`src/rtl/core/packed_pixel_clut_decoder_assert.svh`:
```
// Assertion macros shared by the decoder's queue and pixel engine.
// Expects clk and arst_n in the scope of each use.
`ifndef PACKED_PIXEL_CLUT_DECODER_ASSERT_SVH
`define PACKED_PIXEL_CLUT_DECODER_ASSERT_SVH

// same-cycle implication
`define PPCD_ASSERT_NOW(lbl, ante, cons, msg) \
	lbl: assert property (@(posedge clk) disable iff (!arst_n) (ante) |-> (cons)) \
		else $error(msg);

// next-cycle implication
`define PPCD_ASSERT_NEXT(lbl, ante, cons, msg) \
	lbl: assert property (@(posedge clk) disable iff (!arst_n) (ante) |=> (cons)) \
		else $error(msg);

`endif

```
`src/rtl/core/ppcd_pkg.sv`:
```
// Shared types, codes and constants for the packed-pixel colour-table decoder.
// No dependencies.
`default_nettype none

package ppcd_pkg;

	localparam int TABLE_ENTRIES = 256;
	localparam int MAX_WIDTH     = 2048;
	localparam int QUEUE_DEPTH   = 4;

	localparam logic [11:0] COL_MAX       = 12'hFFF;
	localparam logic [11:0] ROW_WIDTH_RST = 12'd640;

	typedef enum logic [2:0] {
		DM_1BPP   = 3'd0,
		DM_2BPP   = 3'd1,
		DM_4BPP   = 3'd2,
		DM_8BPP   = 3'd3,
		DM_RGB555 = 3'd4,
		DM_XRGB   = 3'd5
	} depth_t;

	typedef enum logic {
		REG_DEPTH = 1'b0,
		REG_WIDTH = 1'b1
	} cfg_reg_t;

	typedef enum logic [1:0] {
		OP_TWRITE = 2'd0,
		OP_LUT    = 2'd1,
		OP_DIRECT = 2'd2,
		OP_MARK   = 2'd3
	} op_kind_t;

	typedef enum logic [1:0] {
		BPP1 = 2'd0,
		BPP2 = 2'd1,
		BPP4 = 2'd2,
		BPP8 = 2'd3
	} bpp_t;

	typedef struct packed {
		op_kind_t    kind;
		bpp_t        bpp;
		logic [7:0]  data8;
		logic [23:0] rgb;
		logic        row_end;
	} op_t;

	typedef struct packed {
		logic        cmd;
		logic [7:0]  vram_byte;
		logic        row_end;
		logic [7:0]  table_index;
		logic [23:0] table_rgb;
	} in_item_t;

	typedef struct packed {
		logic [23:0] pixel_rgb;
		logic [10:0] pixel_x;
		logic        row_last;
	} out_item_t;

	function automatic logic [23:0] rgb555_expand(input logic [15:0] p);
		return {p[14:10], 3'b000, p[9:5], 3'b000, p[4:0], 3'b000};
	endfunction

	function automatic logic [2:0] slot_last(input bpp_t bpp);
		logic [2:0] r;
		unique case (bpp)
			BPP1:    r = 3'd7;
			BPP2:    r = 3'd3;
			BPP4:    r = 3'd1;
			default: r = 3'd0;
		endcase
		return r;
	endfunction

	// colour index of one slot, most significant bits first
	function automatic logic [7:0] slot_index(input logic [7:0] b, input bpp_t bpp,
			input logic [2:0] slot);
		logic [3:0] amt;
		logic [7:0] sh;
		logic [7:0] r;
		unique case (bpp)
			BPP1:    amt = {1'b0, slot};
			BPP2:    amt = {1'b0, slot[1:0], 1'b0};
			BPP4:    amt = {1'b0, slot[0], 2'b00};
			default: amt = 4'd0;
		endcase
		sh = 8'(b << amt);
		unique case (bpp)
			BPP1:    r = {7'b0, sh[7]};
			BPP2:    r = {6'b0, sh[7:6]};
			BPP4:    r = {4'b0, sh[7:4]};
			default: r = sh;
		endcase
		return r;
	endfunction

endpackage

`default_nettype wire

```
`src/rtl/core/ppcd_fifo.sv`:
```
// Short operation queue between the front end and the pixel engine.
// Depends on ppcd_pkg and the assertion macro header.
`default_nettype none

module ppcd_fifo #(
	parameter int DEPTH = ppcd_pkg::QUEUE_DEPTH
) (
	input  wire logic          clk,
	input  wire logic          arst_n,
	input  wire logic          push,
	input  wire ppcd_pkg::op_t push_op,
	input  wire logic          pop,
	output logic               full,
	output logic               head_valid,
	output ppcd_pkg::op_t      head_op
);

	localparam int PW = (DEPTH > 1) ? $clog2(DEPTH) : 1;
	localparam int CW = $clog2(DEPTH + 1);
	localparam logic [PW-1:0] PTR_LAST = PW'(DEPTH - 1);
	localparam logic [CW-1:0] CNT_FULL = CW'(DEPTH);

	ppcd_pkg::op_t  slots_q [DEPTH];
	logic [PW-1:0]  wr_q, rd_q;
	logic [CW-1:0]  cnt_q;

	assign full       = (cnt_q == CNT_FULL);
	assign head_valid = (cnt_q != '0);
	assign head_op    = slots_q[rd_q];

	always_ff @(posedge clk) begin
		if (push) begin
			slots_q[wr_q] <= push_op;
		end
	end

	always_ff @(posedge clk or negedge arst_n) begin
		if (!arst_n) begin
			wr_q  <= '0;
			rd_q  <= '0;
			cnt_q <= '0;
		end else begin
			if (push) begin
				wr_q <= (wr_q == PTR_LAST) ? '0 : wr_q + 1'b1;
			end
			if (pop) begin
				rd_q <= (rd_q == PTR_LAST) ? '0 : rd_q + 1'b1;
			end
			if (push && !pop) begin
				cnt_q <= cnt_q + 1'b1;
			end else if (pop && !push) begin
				cnt_q <= cnt_q - 1'b1;
			end
		end
	end

`include "packed_pixel_clut_decoder_assert.svh"

	`PPCD_ASSERT_NOW(a_no_overflow, push, !full || pop, "queue overflow")
	`PPCD_ASSERT_NOW(a_no_underflow, pop, head_valid, "queue underflow")
	`PPCD_ASSERT_NOW(a_count_bound, 1'b1, cnt_q <= CNT_FULL, "queue count out of range")

endmodule

`default_nettype wire

```
`config.mk`:
```
export PLATFORM = sky130hd
export DESIGN_NAME = ppcd_fifo
export DESIGN_NICKNAME = d
export VERILOG_FILES = /design/src/rtl/core/ppcd_pkg.sv /design/src/rtl/core/ppcd_fifo.sv
export VERILOG_INCLUDE_DIRS = /design/src /design/src/rtl/core
export SDC_FILE = /design/constraint.sdc
export NUM_CORES = 1
export LEC_CHECK = 0
export BUFFER_PORTS_ARGS = -buffer_cell sky130_fd_sc_hd__buf_2
export CAP_MARGIN = 20
export CORE_MARGIN = 5
export CORE_UTILIZATION = 55
export DETAILED_ROUTE_END_ITERATION = 10
export PLACE_DENSITY = 0.8
export SETUP_SLACK_MARGIN = 0.4
export SYNTH_ARGS = -nofsm -noshare
export SYNTH_HDL_FRONTEND = slang
export SYNTH_SLANG_ARGS = --single-unit
```
`constraint.sdc`:
```
create_clock -name clk -period 6.26 [get_ports clk]
set_clock_uncertainty 0.2 [all_clocks]
set_input_delay 0.313 -clock clk [delete_from_list [all_inputs] [get_ports clk]]
set_output_delay 0.313 -clock clk [all_outputs]
set_load 0.1 [all_outputs]
```
==> results.ini <==
[synthesis]
syn_area_per_cell_um2=24.99
synthXorXnorAreaFrac=0.004572
synth.area.mux_share=0.1509
ys_seq_area_frac=0.8038
synth_nets=278
synth_top_family_by_area=multiplexers
synthAdderAreaFrac=0.01655
synth_compound_area_frac=0.001742
synth-warning-count=0
synth.distinct_cells=19
ys_ff_latch=155
synthSimpleGateAreaFrac=0.01002
syn_inst=230
syn-cell-area_um2=5747

[critical_path]
crit_required_ns=5.75
path_delay_family=buffers and inverters
cpPeakStageDelay_ns=0.62
reg2reg_slack_ns=4.17
critPathMaxFanout=40
endpoint_kind=output pin
crit_start=rd_q[0]
crit_type=register to output pin
path_cells=buf_4 > mux4_2 > buf_2
crit_arrival_ns=2.39
startpoint_type=register
r2r_start=wr_q[0]
crit_buf_inv=2
rr_endpoint=slots_q[2][13]
rr_worst_depth=3
cp_slowest_cell=mux4_2

[sta]
slew-limit-headroom=0.3124
fmax_ghz=0.3440
post-route-min-period_ns=2.907
hold_viol=0
worstMarginPinSlew_ns=1.031
setup_tns_ns=0
setup_ws_ns=3.353
setup_violations=0
grt_setup_unrepaired=no
drv_slew=0
post-route-period-util=0.4644

[clock_tree]
clock_path_buffers=2
cts_tree=yes
cts.sinks=155
clockRootBuffer=clkbuf_8
h-tree-depth=4
clkTransAtPathRegs_ns=0.06
cts_buffers=17
cts_setup_buffers=0
clock_latency_ns=0.51

[hold_path]
hp-class=register to register
min_from=cnt_q[2]
whs_path_depth=1
worst_hold_path.endpoint=cnt_q[2]

[place]
gp_congestion=0.6844
port_buffers=79
hpwl_um=5311
pre_cts_slack_ns=3.827
dp.cells=438

[finish]
final_cell_mix=edfxtp_1, buf_2, dlygate4sd3_1, mux4_2, clkbuf_16
final_util=0.7062
stdcell_count=512
nets=410
drive_above_1_share=0.4080
layout_commonest_cell=edfxtp_1
synthToLayoutAreaGrowth_pct=26.30

[run_status]
outcome=completed

[die]
die_w_um=112.2
fp.dieH_um=112.2
row_count=37
ios=80
dieArea_um2=12590
start_util=0.5592
core-area_um2=10280

[grt]
antenna_found_initial=1
grt_pass1_vias=3117
grtUsageTotal=0.1699
grt_start_max_net_pins=41
grt_pass1_wl_um=15970
grt.overflow.total=0

[routing]
vias=2698
drt_wl_total_um=9760
vias_per_cell=5.270
antenna_left=0
drc=0
dr.pass1.iters=4
dr.first_iter.drc_count=164
wl_per_cell_um=19.06

[job]
max-cap-violations=0

==> layout make-up <==
class                   count  area [µm²]
inverters                   4       15.01
clock buffers              21       429.2
clock inverters            11       145.1
diodes                      1       2.502
flip-flops and latches    155        4622
well taps                 136       170.2
multi-input cells          63        1061
repair buffers            121       813.3
fillers                   659        3019
==> worst reg2reg max path, stage by stage (launching register included) <==
cell and delay, ns:
dfrtp_1 0.41, inv_1 0.11, ha_1 0.14, and2_2 0.82
==> stage by stage <==
| step | cell area, µm² | hold slack, ns |
|---|---|---|
| floorplan | 5747 | -0.1826 |
| global placement | 6271 | -0.04350 |
| detailed placement | 6271 | -0.04091 |
| CTS | 7256 | 0.2869 |
| global route | 7258 | 0.3120 |
| finish | 7258 | 0.2931 |
==> Yosys cell counts, drive strengths merged <==
cell | n | area (µm²)
inv | 4 | 15.01
dfrtp | 7 | 175.2
buf | 7 | 52.54
ha | 6 | 75.07
and2 | 4 | 25.02
nor3b | 1 | 7.510
o21ai | 2 | 10.01
mux2 | 3 | 33.78
nand2 | 2 | 7.510
xnor2 | 1 | 8.760
nor2 | 3 | 11.26
edfxtp | 148 | 4444
mux4 | 37 | 833.3
clkbuf | 1 | 3.750
fa | 1 | 20.02
xor2 | 2 | 17.52
or3 | 1 | 6.260
==> cell families after synthesis <==
| kind of cell | Yosys count |
|---|---|
| fa+ha+maj | 7 |
| mux | 40 |
| flops | 155 |
| xor+xnor | 3 |
| buf+inv | 12 |
| compound gates | 2 |
| simple gates | 11 |
==> state kept, by name, indices dropped and copies added (netlist names) <==
register	flops
wr_q	2
slots_q	148
rd_q	2
cnt_q	3
==> metal layers <==
layer,track usage,wire length (µm),vias to the layer above,part of all wire
met5,0,0,-,0
met4,0.05769,100,0,0.010
met3,0.05175,511,9,0.052
met2,0.2868,5084,71,0.52
met1,0.2116,4063,1386,0.42
li1,-,-,1232,-
==> what timing repair did <==
item / 4_1_cts / 5_1_grt
endpoints found under the hold margin: 159 / 0
resized for setup: 0 / 0
hold buffers: 41 / 0
==> worst max path at each step <==
stage             endpoint  depth (start not counted)
2_1_floorplan         full                          1
3_3_place_gp   head_op[25]                          3
3_5_place_dp   head_op[25]                          3
4_1_cts        head_op[25]                          3
5_1_grt         head_op[4]                          3
6_report        head_op[4]                          3
Power is not shown: default switching activity piles up to over one toggle a cycle in this logic, so the estimate is an artifact.
