### src/rtl/core/packed_pixel_clut_decoder_assert.svh
// Assertion macros shared by the decoder's queue and pixel engine.
// Expects clk and arst_n in the scope of each use.
`ifndef PACKED_PIXEL_CLUT_DECODER_ASSERT_SVH
`define PACKED_PIXEL_CLUT_DECODER_ASSERT_SVH

// same-cycle implication
`define PPCD_ASSERT_NOW(lbl, ante, cons, msg) \
	lbl: assert property (@(posedge clk) disable iff (!arst_n) (ante) |-> (cons)) \
		else $error(msg);

// next-cycle implication
`define PPCD_ASSERT_NEXT(lbl, ante, cons, msg) \
	lbl: assert property (@(posedge clk) disable iff (!arst_n) (ante) |=> (cons)) \
		else $error(msg);

`endif

### src/rtl/core/ppcd_pkg.sv
// Shared types, codes and constants for the packed-pixel colour-table decoder.
// No dependencies.
`default_nettype none

package ppcd_pkg;

	localparam int TABLE_ENTRIES = 256;
	localparam int MAX_WIDTH     = 2048;
	localparam int QUEUE_DEPTH   = 4;

	localparam logic [11:0] COL_MAX       = 12'hFFF;
	localparam logic [11:0] ROW_WIDTH_RST = 12'd640;

	typedef enum logic [2:0] {
		DM_1BPP   = 3'd0,
		DM_2BPP   = 3'd1,
		DM_4BPP   = 3'd2,
		DM_8BPP   = 3'd3,
		DM_RGB555 = 3'd4,
		DM_XRGB   = 3'd5
	} depth_t;

	typedef enum logic {
		REG_DEPTH = 1'b0,
		REG_WIDTH = 1'b1
	} cfg_reg_t;

	typedef enum logic [1:0] {
		OP_TWRITE = 2'd0,
		OP_LUT    = 2'd1,
		OP_DIRECT = 2'd2,
		OP_MARK   = 2'd3
	} op_kind_t;

	typedef enum logic [1:0] {
		BPP1 = 2'd0,
		BPP2 = 2'd1,
		BPP4 = 2'd2,
		BPP8 = 2'd3
	} bpp_t;

	typedef struct packed {
		op_kind_t    kind;
		bpp_t        bpp;
		logic [7:0]  data8;
		logic [23:0] rgb;
		logic        row_end;
	} op_t;

	typedef struct packed {
		logic        cmd;
		logic [7:0]  vram_byte;
		logic        row_end;
		logic [7:0]  table_index;
		logic [23:0] table_rgb;
	} in_item_t;

	typedef struct packed {
		logic [23:0] pixel_rgb;
		logic [10:0] pixel_x;
		logic        row_last;
	} out_item_t;

	function automatic logic [23:0] rgb555_expand(input logic [15:0] p);
		return {p[14:10], 3'b000, p[9:5], 3'b000, p[4:0], 3'b000};
	endfunction

	function automatic logic [2:0] slot_last(input bpp_t bpp);
		logic [2:0] r;
		unique case (bpp)
			BPP1:    r = 3'd7;
			BPP2:    r = 3'd3;
			BPP4:    r = 3'd1;
			default: r = 3'd0;
		endcase
		return r;
	endfunction

	// colour index of one slot, most significant bits first
	function automatic logic [7:0] slot_index(input logic [7:0] b, input bpp_t bpp,
			input logic [2:0] slot);
		logic [3:0] amt;
		logic [7:0] sh;
		logic [7:0] r;
		unique case (bpp)
			BPP1:    amt = {1'b0, slot};
			BPP2:    amt = {1'b0, slot[1:0], 1'b0};
			BPP4:    amt = {1'b0, slot[0], 2'b00};
			default: amt = 4'd0;
		endcase
		sh = 8'(b << amt);
		unique case (bpp)
			BPP1:    r = {7'b0, sh[7]};
			BPP2:    r = {6'b0, sh[7:6]};
			BPP4:    r = {4'b0, sh[7:4]};
			default: r = sh;
		endcase
		return r;
	endfunction

endpackage

`default_nettype wire

### src/rtl/core/ppcd_front.sv
// Front end: accepts input beats, assembles 16/24 bpp pixels, classifies operations.
// Depends on ppcd_pkg.
`default_nettype none

module ppcd_front (
	input  wire logic              clk,
	input  wire logic              arst_n,
	input  wire logic              accept,
	input  wire ppcd_pkg::in_item_t item,
	input  wire ppcd_pkg::depth_t  depth_mode,
	input  wire logic              depth_wr,
	output logic                   push,
	output ppcd_pkg::op_t          push_op
);

	logic [1:0]  phase_q, phase_d;
	logic [15:0] part_q, part_d;
	logic        push_w;

	always_comb begin
		push_w           = 1'b0;
		push_op.kind     = ppcd_pkg::OP_MARK;
		push_op.bpp      = ppcd_pkg::BPP8;
		push_op.data8    = item.vram_byte;
		push_op.rgb      = '0;
		push_op.row_end  = item.row_end;
		phase_d          = phase_q;
		part_d           = part_q;
		if (item.cmd) begin
			push_op.kind    = ppcd_pkg::OP_TWRITE;
			push_op.data8   = item.table_index;
			push_op.rgb     = item.table_rgb;
			push_op.row_end = 1'b0;
			push_w          = 1'b1;
		end else begin
			unique case (depth_mode)
				ppcd_pkg::DM_1BPP: begin
					push_op.kind = ppcd_pkg::OP_LUT;
					push_op.bpp  = ppcd_pkg::BPP1;
					push_w       = 1'b1;
				end
				ppcd_pkg::DM_2BPP: begin
					push_op.kind = ppcd_pkg::OP_LUT;
					push_op.bpp  = ppcd_pkg::BPP2;
					push_w       = 1'b1;
				end
				ppcd_pkg::DM_4BPP: begin
					push_op.kind = ppcd_pkg::OP_LUT;
					push_op.bpp  = ppcd_pkg::BPP4;
					push_w       = 1'b1;
				end
				ppcd_pkg::DM_RGB555: begin
					if (phase_q == 2'd0) begin
						part_d  = {8'b0, item.vram_byte};
						phase_d = 2'd1;
					end else begin
						push_op.kind = ppcd_pkg::OP_DIRECT;
						push_op.rgb  = ppcd_pkg::rgb555_expand({part_q[7:0], item.vram_byte});
						push_w       = 1'b1;
						phase_d      = 2'd0;
						part_d       = '0;
					end
				end
				ppcd_pkg::DM_XRGB: begin
					if (phase_q == 2'd0) begin
						part_d  = '0;
						phase_d = 2'd1;
					end else if (phase_q != 2'd3) begin
						part_d  = {part_q[7:0], item.vram_byte};
						phase_d = phase_q + 2'd1;
					end else begin
						push_op.kind = ppcd_pkg::OP_DIRECT;
						push_op.rgb  = {part_q, item.vram_byte};
						push_w       = 1'b1;
						phase_d      = 2'd0;
						part_d       = '0;
					end
				end
				default: begin
					push_op.kind = ppcd_pkg::OP_LUT;
					push_op.bpp  = ppcd_pkg::BPP8;
					push_w       = 1'b1;
				end
			endcase
			if (item.row_end) begin
				phase_d = 2'd0;
				part_d  = '0;
				push_w  = 1'b1;
			end
		end
	end

	assign push = accept && push_w;

	always_ff @(posedge clk or negedge arst_n) begin
		if (!arst_n) begin
			phase_q <= '0;
			part_q  <= '0;
		end else if (depth_wr) begin
			phase_q <= '0;
			part_q  <= '0;
		end else if (accept) begin
			phase_q <= phase_d;
			part_q  <= part_d;
		end
	end

endmodule

`default_nettype wire

### config.mk
export PLATFORM = sky130hd
export DESIGN_NAME = ppcd_front
export DESIGN_NICKNAME = d
export VERILOG_FILES = /design/src/rtl/core/packed_pixel_clut_decoder_assert.svh /design/src/rtl/core/ppcd_pkg.sv /design/src/rtl/core/ppcd_front.sv
export SDC_FILE = /design/constraint.sdc
export NUM_CORES = 1
export LEC_CHECK = 0
export ABC_AREA = 1
export BUFFER_PORTS_ARGS = -buffer_cell sky130_fd_sc_hd__buf_4
export CORE_ASPECT_RATIO = 1.4
export CORE_UTILIZATION = 42
export CTS_CLUSTER_DIAMETER = 150
export DETAILED_ROUTE_END_ITERATION = 8
export PLACE_DENSITY_LB_ADDON = 0.25
export SYNTH_ARGS = -nofsm -noshare
export SYNTH_HDL_FRONTEND = slang
export SYNTH_SLANG_ARGS = --single-unit
### constraint.sdc
create_clock -name clk -period 1.6 [get_ports clk]
set_input_delay 0.32 -clock clk [delete_from_list [all_inputs] [get_ports clk]]
set_output_delay 0.32 -clock clk [all_outputs]
set_load 0.05 [all_outputs]
==> results_dict.tcl, run 1 <==
set metrics [dict create \
    synth.area.top_cells "nand2_1 (34%), dfrtp_1 (25%), o21ai_0 (7.5%)" \
    hp-class "in -> async" \
    p_leak_nw 1.79 \
    die_h_um 79.7 \
    layout_setup_ws_ps -484 \
    worst_path_max_delay_cell "dfrtp_1" \
    dieArea_sq_um 4580 \
    path_buf_inv 3 \
    clk_pin_slew_ps 60 \
    cts_tree "yes" \
    worstPathCellList "inv_2 -> ha_4 -> inv_6 -> nand2_4 -> nor2_4 -> nand2_1 -> nand2_1 -> nand2_2 -> nand2_4 -> buf_8" \
    syn2layout_area_growth_pct 94.5 \
    cts_htree_levels 1 \
    clk_path_buf_depth 2 \
    status "complete, but fails checks" \
    nNetsFinal 507 \
    crit_required_ps 1280 \
    end_kind "output port" \
    final_cell_mix "nand2_1 (130), buf_4 (102), inv_1 (21)" \
    num_rows 27 \
    netlist_instances 326 \
    grt_pass1_wl_um 12200 \
    final_common_cell "nand2_1" \
    tns_ps -10500 \
    ys_types 22 \
    setup_viol 26 \
    fin_area_sq_um 3520 \
    antenna_found_initial 0 \
    numPortBuffers 86 \
    synth_area_per_cell_sq_um 5.55 \
    yosys.area.top_type "nand2_1" \
    final_antenna_net_count 0 \
    drive_above_1_share_pct 49.7 \
    maxCapViolations 0 \
    initial_core_util_pct 45.0 \
    slew_headroom_pct 77.8 \
    whs_ps 465 \
    wl_per_cell_um 18.7 \
    grt_max_degree 33 \
    drtPass1Iterations 7 \
    yosys_register_bits 18 \
    arrival_ps 1760 \
    final_max_slew_viol_count 0 \
    synthArstFlopShare_pct 100 \
    numCtsBuffers 3 \
    drt-initial-drc-count 305 \
    max_stage_delay_ps 420 \
    grt_setup_unrepaired "yes" \
    seq_area_frac_synth_pct 24.9 \
    ys_warn_count 0 \
    remaining_drc_errors 10 \
    dp_hpwl_um 5220 \
    clkLatencyLatePin_ps 250 \
    violations "DRC, setup timing" \
    period_share_pct 130 \
    path_class "reg -> out" \
    worstPathMaxFanout 7 \
    cts.sinks 18 \
    synth_top_area_share_pct 34.4 \
    period_needed_ps 2080 \
    netlist_area_sq_um 1810 \
    globalplace.congestion 0.949 \
    clockRootBuffer "clkbuf_8" \
    core_area_sq_um 4020 \
    cp_top_family "simple AND/OR/NAND/NOR gates" \
    grt_pass1_vias 2624 \
    skew_ps 3.42 \
    syn-num-nets 379 \
    dieWidth_um 57.5 \
    synth-main-ff-cell "dfrtp_1" \
    pwr_density_cell_nw_per_um2 484 \
    fmax_ghz 0.480 \
    grt_overflow 0 \
    hold_violations 0 \
    worstMarginPinSlew_ps 332 \
    dpl-instance-area_sq_um 2990 \
    io_pins 87 \
    drt-total-wl_um 9270 \
    avgViaCountPerCell 5.93 \
    fill_cells 185 \
    grtUsageTotal_pct 34.6 \
    antennaDiodeCount 0 \
    synth-edff-count 0 \
    crit_path_start_kind "register" \
    num_vias 2940 \
    ir_worst_vdd_v 0.000678 \
]
per-stage QoR:
stage	util, %	setup slack [ps]	cells	power, mW
detailed placement	74.4	-242	480	1.19
floorplan	-	-123	326	0.918
finish	87.5	-484	496	1.70
global route	87.5	-546	496	1.76
CTS	83.6	-381	490	1.64
global placement	74.4	-207	480	1.18
worst paths after layout:
path | start | end | slack (ps) | depth (start not counted)
worst max-delay path | phase_q[0] | push_op[20] | -480 | 10
worst max register to register | phase_q[0] | part_q[2] | 10 | 9
min in group clk | part_q[4] | part_q[4] | 490 | 2
max in group asynchronous | arst_n | part_q[5] | 940 | 2
worst min register to register | part_q[4] | part_q[4] | 490 | 2
worst min-delay path | arst_n | part_q[8] | 470 | 2
final cells by class:
class	count	area, sq um	area share [%]
tap	43	53.8	1.53
sequential	18	450	12.8
timing repair buffer	138	1250	35.5
inverter	28	114	3.24
multi-input combinational	265	1600	45.4
clock buffer	4	55.1	1.56
per-layer routing:
layer	vias up	track usage, %	wire length [um]
met2	267	63.0	4600
met4	0	18.5	817
met1	1312	37.8	3080
li1	1275	-	-
met5	-	0	0
met3	86	4.70	779
power by group:
part	leakage (nW)	total, mW	internal [mW]	switching [mW]
clock	0.0288	0.362	0.219	0.143
sequential	0.249	0.486	0.467	0.0194
combinational	1.51	0.856	0.339	0.517
total	1.79	1.70	1.02	0.679
registers in the layout, summed over array words and instances (netlist names):
| name | cells |
|---|---|
| part_q | 16 |
| phase_q | 2 |
cell usage after synthesis, types with 3 or more instances:
| library cell | n |
|---|---|
| o21ai_1 | 3 |
| ha_1 | 4 |
| buf_2 | 4 |
| nor2_1 | 26 |
| o21ai_0 | 27 |
| nand2_1 | 166 |
| clkbuf_8 | 3 |
| a21oi_1 | 3 |
| dfrtp_1 | 18 |
| nand3_1 | 23 |
| nand4_1 | 7 |
| clkbuf_1 | 4 |
| inv_1 | 26 |
cell families (layout without fill, tap and decap cells):
| logic type | Yosys count | count (layout) | share of synthesized area [%] |
|---|---|---|---|
| AOI/OAI and AO/OA | 33 | 33 | 9.13 |
| buffers and inverters | 43 | 170 | 11.5 |
| and+or+nand+nor | 228 | 228 | 51.7 |
| adders and majority gates | 4 | 4 | 2.77 |
| DFF | 18 | 18 | 24.9 |
what timing repair did:
item	CTS	global route
buffers inserted	4	6
endpoints found under the setup margin	27	36
cloned	1	0
pin swaps	12	17
hold buffers	1	0
gates resized for setup	70	37
hold endpoints to repair	18	0
(Power assumes the default switching activity.)
==> run 2, diff against run 1 <==
Settings changed: HOLD_SLACK_MARGIN set to 0.08, SETUP_SLACK_MARGIN set to 0.4.
==> run 2 against run 1 <==
  * The run now fails in clock tree synthesis (4_1_cts)
  * Area after synthesis stayed put
  * Synthesized cell count stayed put
==> results_dict.tcl, run 2 <==
set metrics [dict create \
    synth-edff-count 0 \
    dpl-instance-area_sq_um 3140 \
    synth.area.top_cells "nand2_1 (34%), dfrtp_1 (25%), o21ai_0 (7.5%)" \
    ys_types 22 \
    numPortBuffers 86 \
    hold_buffers 1 \
    seq_area_frac_synth_pct 24.9 \
    ctsResizeCount 172 \
    cts.sinks 18 \
    ys_warn_count 0 \
    yosys_register_bits 18 \
    die_h_um 79.7 \
    dp_slack_ps -195 \
    synth.top_cells.by_count "nand2_1 (166), o21ai_0 (27), inv_1 (26), nor2_1 (26), nand3_1 (23)" \
    synth_top_area_share_pct 34.4 \
    syn-num-nets 379 \
    initial_core_util_pct 45.0 \
    dieWidth_um 57.5 \
    yosys.area.top_type "nand2_1" \
    synth_area_per_cell_sq_um 5.55 \
    yosysMostFrequentCell "nand2_1" \
    io_pins 87 \
    cts_htree_levels 1 \
    synth-main-ff-cell "dfrtp_1" \
    clk_path_buf_depth 2 \
    post_cts_buffers 7 \
    clockRootBuffer "clkbuf_8" \
    netlist_area_sq_um 1810 \
    globalplace.congestion 0.900 \
    synthArstFlopShare_pct 100 \
    status "aborted with a tool error" \
    netlist_instances 326 \
    stop_error "[ERROR DPL-0038] Utilization greater than 100%, impossible to legalize" \
    numCtsBuffers 3 \
    num_rows 27 \
    dp.cells 475 \
    dp_hpwl_um 5010 \
    haltStage "clock tree synthesis (4_1_cts)" \
]
## run 2: metrics by stage
stage	util, %	TNS, ps	hold WS (ps)
detailed placement	78.2	-3990	201
global placement	78.2	-2890	198
floorplan	-	0	24.4
## run 2: logic make-up after synthesis
group | synth area share, %
AOI/OAI and AO/OA | 9.13
buffers and inverters | 11.5
DFF | 24.9
adders and majority gates | 2.77
and+or+nand+nor | 51.7
==> run 3, diff against run 2 <==
Settings changed: CORE_ASPECT_RATIO 1.4 to unset, CORE_UTILIZATION 42 to 40, CTS_CLUSTER_DIAMETER 150 to unset, HOLD_SLACK_MARGIN 0.08 to unset, PLACE_DENSITY_LB_ADDON 0.25 to 0.15, SETUP_SLACK_MARGIN 0.4 to unset.
Clock period 1.6 ns to 2.1 ns, I/O delays scaled along.
==> run 3 against run 2 <==
  * The flow now finishes, with violations (setup timing)
==> results_dict.tcl, run 3 (synthesis gave the netlist of run 1 again) <==
set metrics [dict create \
    status "complete, but fails checks" \
    violations "setup timing" \
    dieArea_sq_um 4800 \
    p_leak_nw 1.52 \
    path_class "reg -> out" \
    hold_violations 0 \
    ir_worst_vdd_v 0.000403 \
    crit_path_start_kind "register" \
    layout_setup_ws_ps -41.1 \
    wl_per_cell_um 12.7 \
    clockRootBuffer "clkbuf_8" \
    period_share_pct 102 \
    end_kind "output port" \
    worstPathMaxFanout 12 \
    setup_viol 5 \
    slew_headroom_pct 72.9 \
    drive_above_1_share_pct 34.3 \
    dieWidth_um 69.3 \
    arrival_ps 1720 \
    clkLatencyLatePin_ps 260 \
    cts_htree_levels 1 \
    skew_ps 3.05 \
    grtUsageTotal_pct 24.7 \
    whs_ps 17.2 \
    dp.cells 457 \
    largest_reg_flops 16 \
    core_area_sq_um 4350 \
    hp-class "in -> async" \
    antenna_found_initial 0 \
    top_register "part_q" \
    reg2reg_slack_ps 430 \
    dpl-instance-area_sq_um 2510 \
    numCtsBuffers 3 \
    grt_overflow 0 \
    final_cell_mix "nand2_1 (163), buf_4 (78), inv_1 (22)" \
    io_pins 87 \
    avgViaCountPerCell 5.03 \
    final_antenna_net_count 0 \
    num_rows 24 \
    maxCapViolations 0 \
    remaining_drc_errors 0 \
    pwr_density_cell_nw_per_um2 404 \
    cts_tree "yes" \
    drt-initial-drc-count 139 \
    syn2layout_area_growth_pct 59.8 \
    drt-total-wl_um 5980 \
    grt_pass1_wl_um 9750 \
    grt_pass1_vias 2139 \
    period_needed_ps 2140 \
    cts.sinks 18 \
    numPortBuffers 86 \
    instances_no_fill 469 \
    r2r-end "part_q[1]" \
    num_vias 2357 \
    final_max_slew_viol_count 0 \
    drtPass1Iterations 4 \
    nNetsFinal 471 \
    r2r-start "phase_q[1]" \
    grt_max_degree 32 \
    die_h_um 69.3 \
    clk_path_buf_depth 2 \
    worstMarginPinSlew_ps 405 \
    fin_util_pct 66.4 \
    antennaDiodeCount 0 \
    initial_core_util_pct 41.6 \
    final_common_cell "nand2_1" \
    fin_area_sq_um 2890 \
    grt_setup_unrepaired "yes" \
    reg_top3 "part_q: 16 flops, phase_q: 2 flops" \
    r2r_cells 8 \
    crit_required_ps 1680 \
    fmax_ghz 0.467 \
    clk_pin_slew_ps 70 \
    dp_hpwl_um 4420 \
    p_total_mw 1.17 \
    globalplace.congestion 0.943 \
]
run 3: timing repair:
item	in CTS	in global routing
endpoints found under the setup margin	26	25
pin swaps	4	12
setup buffers	2	5
hold buffers	0	0
gates resized for setup	33	34
gates cloned	1	0
run 3: cell type report:
type / instances / area, sq um
clock buffers: 4 / 55.1
repair buffers: 102 / 898
flip-flops and latches: 18 / 452
fillers: 400 / 1460
inverters: 28 / 108
well taps: 52 / 65.1
multi-input cells: 265 / 1310
run 3: worst max-delay path by stage:
stage / startpoint / cells after the start / endpoint
after floorplan: item[41] / 3 / push_op[26]
after global placement: depth_mode[1] / 9 / push
after detailed placement: depth_mode[1] / 9 / push
after CTS: phase_q[1] / 9 / push_op[23]
after global routing: phase_q[1] / 9 / push_op[23]
final: phase_q[1] / 7 / push_op[3]
run 3: critical path, stage by stage, from the launching register on:
cell and delay (ps):
dfrtp_1 430, inv_2 80, ha_4 180, inv_4 80, bufbuf_16 270, nand3_1 80
o21ai_2 160, buf_6 170
run 3: per-layer routing:
layer | GRT usage [%] | up-vias | share of wire, %
met5 | 0 | - | 0
met4 | 8.84 | 0 | 1.7
met1 | 33.3 | 1061 | 44
li1 | - | 1199 | -
met2 | 40.3 | 88 | 47
met3 | 3.49 | 9 | 7.0
run 3: through the flow:
step / setup TNS, ps / setup slack, ps
after floorplan: -1270 / -184
after global placement: 0 / 132
after detailed placement: 0 / 101
after CTS: 0 / 5.10
after global routing: -1150 / -118
final: -96.0 / -41.1
run 3: power breakdown:
group | internal [mW] | switching (mW)
clock | 0.167 | 0.114
sequential | 0.356 | 0.0114
combinational | 0.193 | 0.327
==> run 4, diff against run 3 <==
Settings changed: ABC_CLOCK_PERIOD_IN_PS set to 2100, SKIP_LAST_GASP set to 1.
==> run 4 against run 3 <==
  * The run still ends with setup timing left
  * Sequential cell count stayed put
  * Critical path depth unchanged
  * Clock-buffer cell count stayed put
  * Hold slack lost 0.87 ps
  * Via count about the same
  * Combinational power is essentially flat
  * Routed wire length up 0.57%
==> results_dict.tcl, run 4 (synthesis gave the netlist of run 1 again) <==
set metrics [dict create \
    initial_core_util_pct 41.6 \
    switching_share_pct 38.8 \
    hold_violations 0 \
    r2r-start "phase_q[1]" \
    period_needed_ps 2140 \
    cts_htree_levels 1 \
    cts.sinks 18 \
    p_switching_mw 0.453 \
    maxCapViolations 0 \
    drive_above_1_share_pct 34.3 \
    slew_headroom_pct 73.0 \
    worstMarginPinSlew_ps 403 \
    grt_pass1_vias 2139 \
    fin_area_sq_um 2890 \
    final_antenna_net_count 0 \
    dieArea_sq_um 4800 \
    whs_ps 16.3 \
    core_area_sq_um 4350 \
    clkLatencyLatePin_ps 260 \
    num_vias 2358 \
    fin_util_pct 66.4 \
    grtUsageTotal_pct 24.7 \
    remaining_drc_errors 0 \
    io_pins 87 \
    period_share_pct 102 \
    final_common_cell "nand2_1" \
    seqPwrFrac_pct 31.4 \
    end_kind "output port" \
    antennaDiodeCount 0 \
    violations "setup timing" \
    numCtsBuffers 3 \
    skew_ps 2.89 \
    syn2layout_area_growth_pct 59.8 \
    crit_required_ps 1680 \
    wl_per_cell_um 12.8 \
    path_class "reg -> out" \
    avgViaCountPerCell 5.03 \
    status "complete, but fails checks" \
    num_rows 24 \
    clk_path_buf_depth 2 \
    globalplace.congestion 0.943 \
    grt_overflow 0 \
    die_h_um 69.3 \
    nNetsFinal 471 \
    grt_pass1_wl_um 9750 \
    instances_no_fill 469 \
    ir_worst_vdd_v 0.000403 \
    numPortBuffers 86 \
    top_register "part_q" \
    setup_viol 5 \
    drt-total-wl_um 6010 \
    fill_cells 400 \
    arrival_ps 1720 \
    grt_setup_unrepaired "yes" \
    crit_start "phase_q[1]" \
    dieWidth_um 69.3 \
    dp.cells 457 \
    reg2reg_slack_ps 430 \
    grt_max_degree 32 \
    hold_buffers 0 \
    clk_pin_slew_ps 70 \
    p_total_mw 1.17 \
    final_cell_mix "nand2_1 (163), buf_4 (78), inv_1 (22)" \
    reg_top3 "part_q: 16 flops, phase_q: 2 flops" \
    pwr_density_cell_nw_per_um2 404 \
    pwr-share-clk_pct 24.1 \
    drt-initial-drc-count 139 \
    clockRootBuffer "clkbuf_8" \
    dp_hpwl_um 4420 \
    power.internal_mw 0.715 \
    cts_tree "yes" \
    worstPathMaxFanout 12 \
    p_comb_share_pct 44.5 \
    final_max_slew_viol_count 0 \
    fmax_ghz 0.467 \
    hp-class "in -> async" \
    antenna_found_initial 0 \
    drtPass1Iterations 4 \
    layout_setup_ws_ps -41.8 \
    dpl-instance-area_sq_um 2510 \
    p_leak_nw 1.52 \
    crit_path_start_kind "register" \
    largest_reg_flops 16 \
]
## run 4: layout make-up
cell class / count / area [sq um] / share of cell area (%)
sequential: 18 / 452 / 15.6
tap: 52 / 65.1 / 2.25
inverter: 28 / 108 / 3.72
multi-input combinational: 265 / 1310 / 45.4
clock buffer: 4 / 55.1 / 1.90
timing repair buffer: 102 / 898 / 31.1
## run 4: worst paths after layout
kind                                   end  cells past startpoint
worst max-delay path            push_op[3]                      7
min in group clk                part_q[15]                      2
max in group asynchronous       phase_q[0]                      1
worst min-delay path             part_q[2]                      1
worst max register to register   part_q[1]                      8
worst min register to register  part_q[15]                      2
## run 4: metrics by stage
stage | setup TNS [ps] | setup slack (ps)
floorplan | -1270 | -184
global placement | 0 | 132
detailed placement | 0 | 101
CTS | 0 | 5.10
global route | -1160 | -118
finish | -92.5 | -41.8
## run 4: per-layer routing
layer	GRT usage [%]	share of wire, %
met1	33.3	44
met5	0	0
met2	40.3	47
met4	8.84	1.6
met3	3.49	7.7
## run 4: critical path, stage by stage, from the launching register on
cell,delay [ps]
dfrtp_1,430
inv_2,80
ha_4,180
inv_4,80
bufbuf_16,270
nand3_1,80
o21ai_2,160
buf_6,170
## run 4: power groups by stage
stage | clock (mW) | combinational (mW) | sequential, mW
floorplan | 0 | 0.292 | 0.368
global placement | 0 | 0.462 | 0.371
detailed placement | 0 | 0.466 | 0.372
CTS | 0.291 | 0.497 | 0.365
global route | 0.308 | 0.553 | 0.367
finish | 0.282 | 0.519 | 0.367
## run 4: timing repair
item | CTS | global route
cloned | 1 | 0
gates resized for setup | 33 | 34
pin swaps | 4 | 10
setup endpoints to repair | 26 | 25
setup buffers | 2 | 5
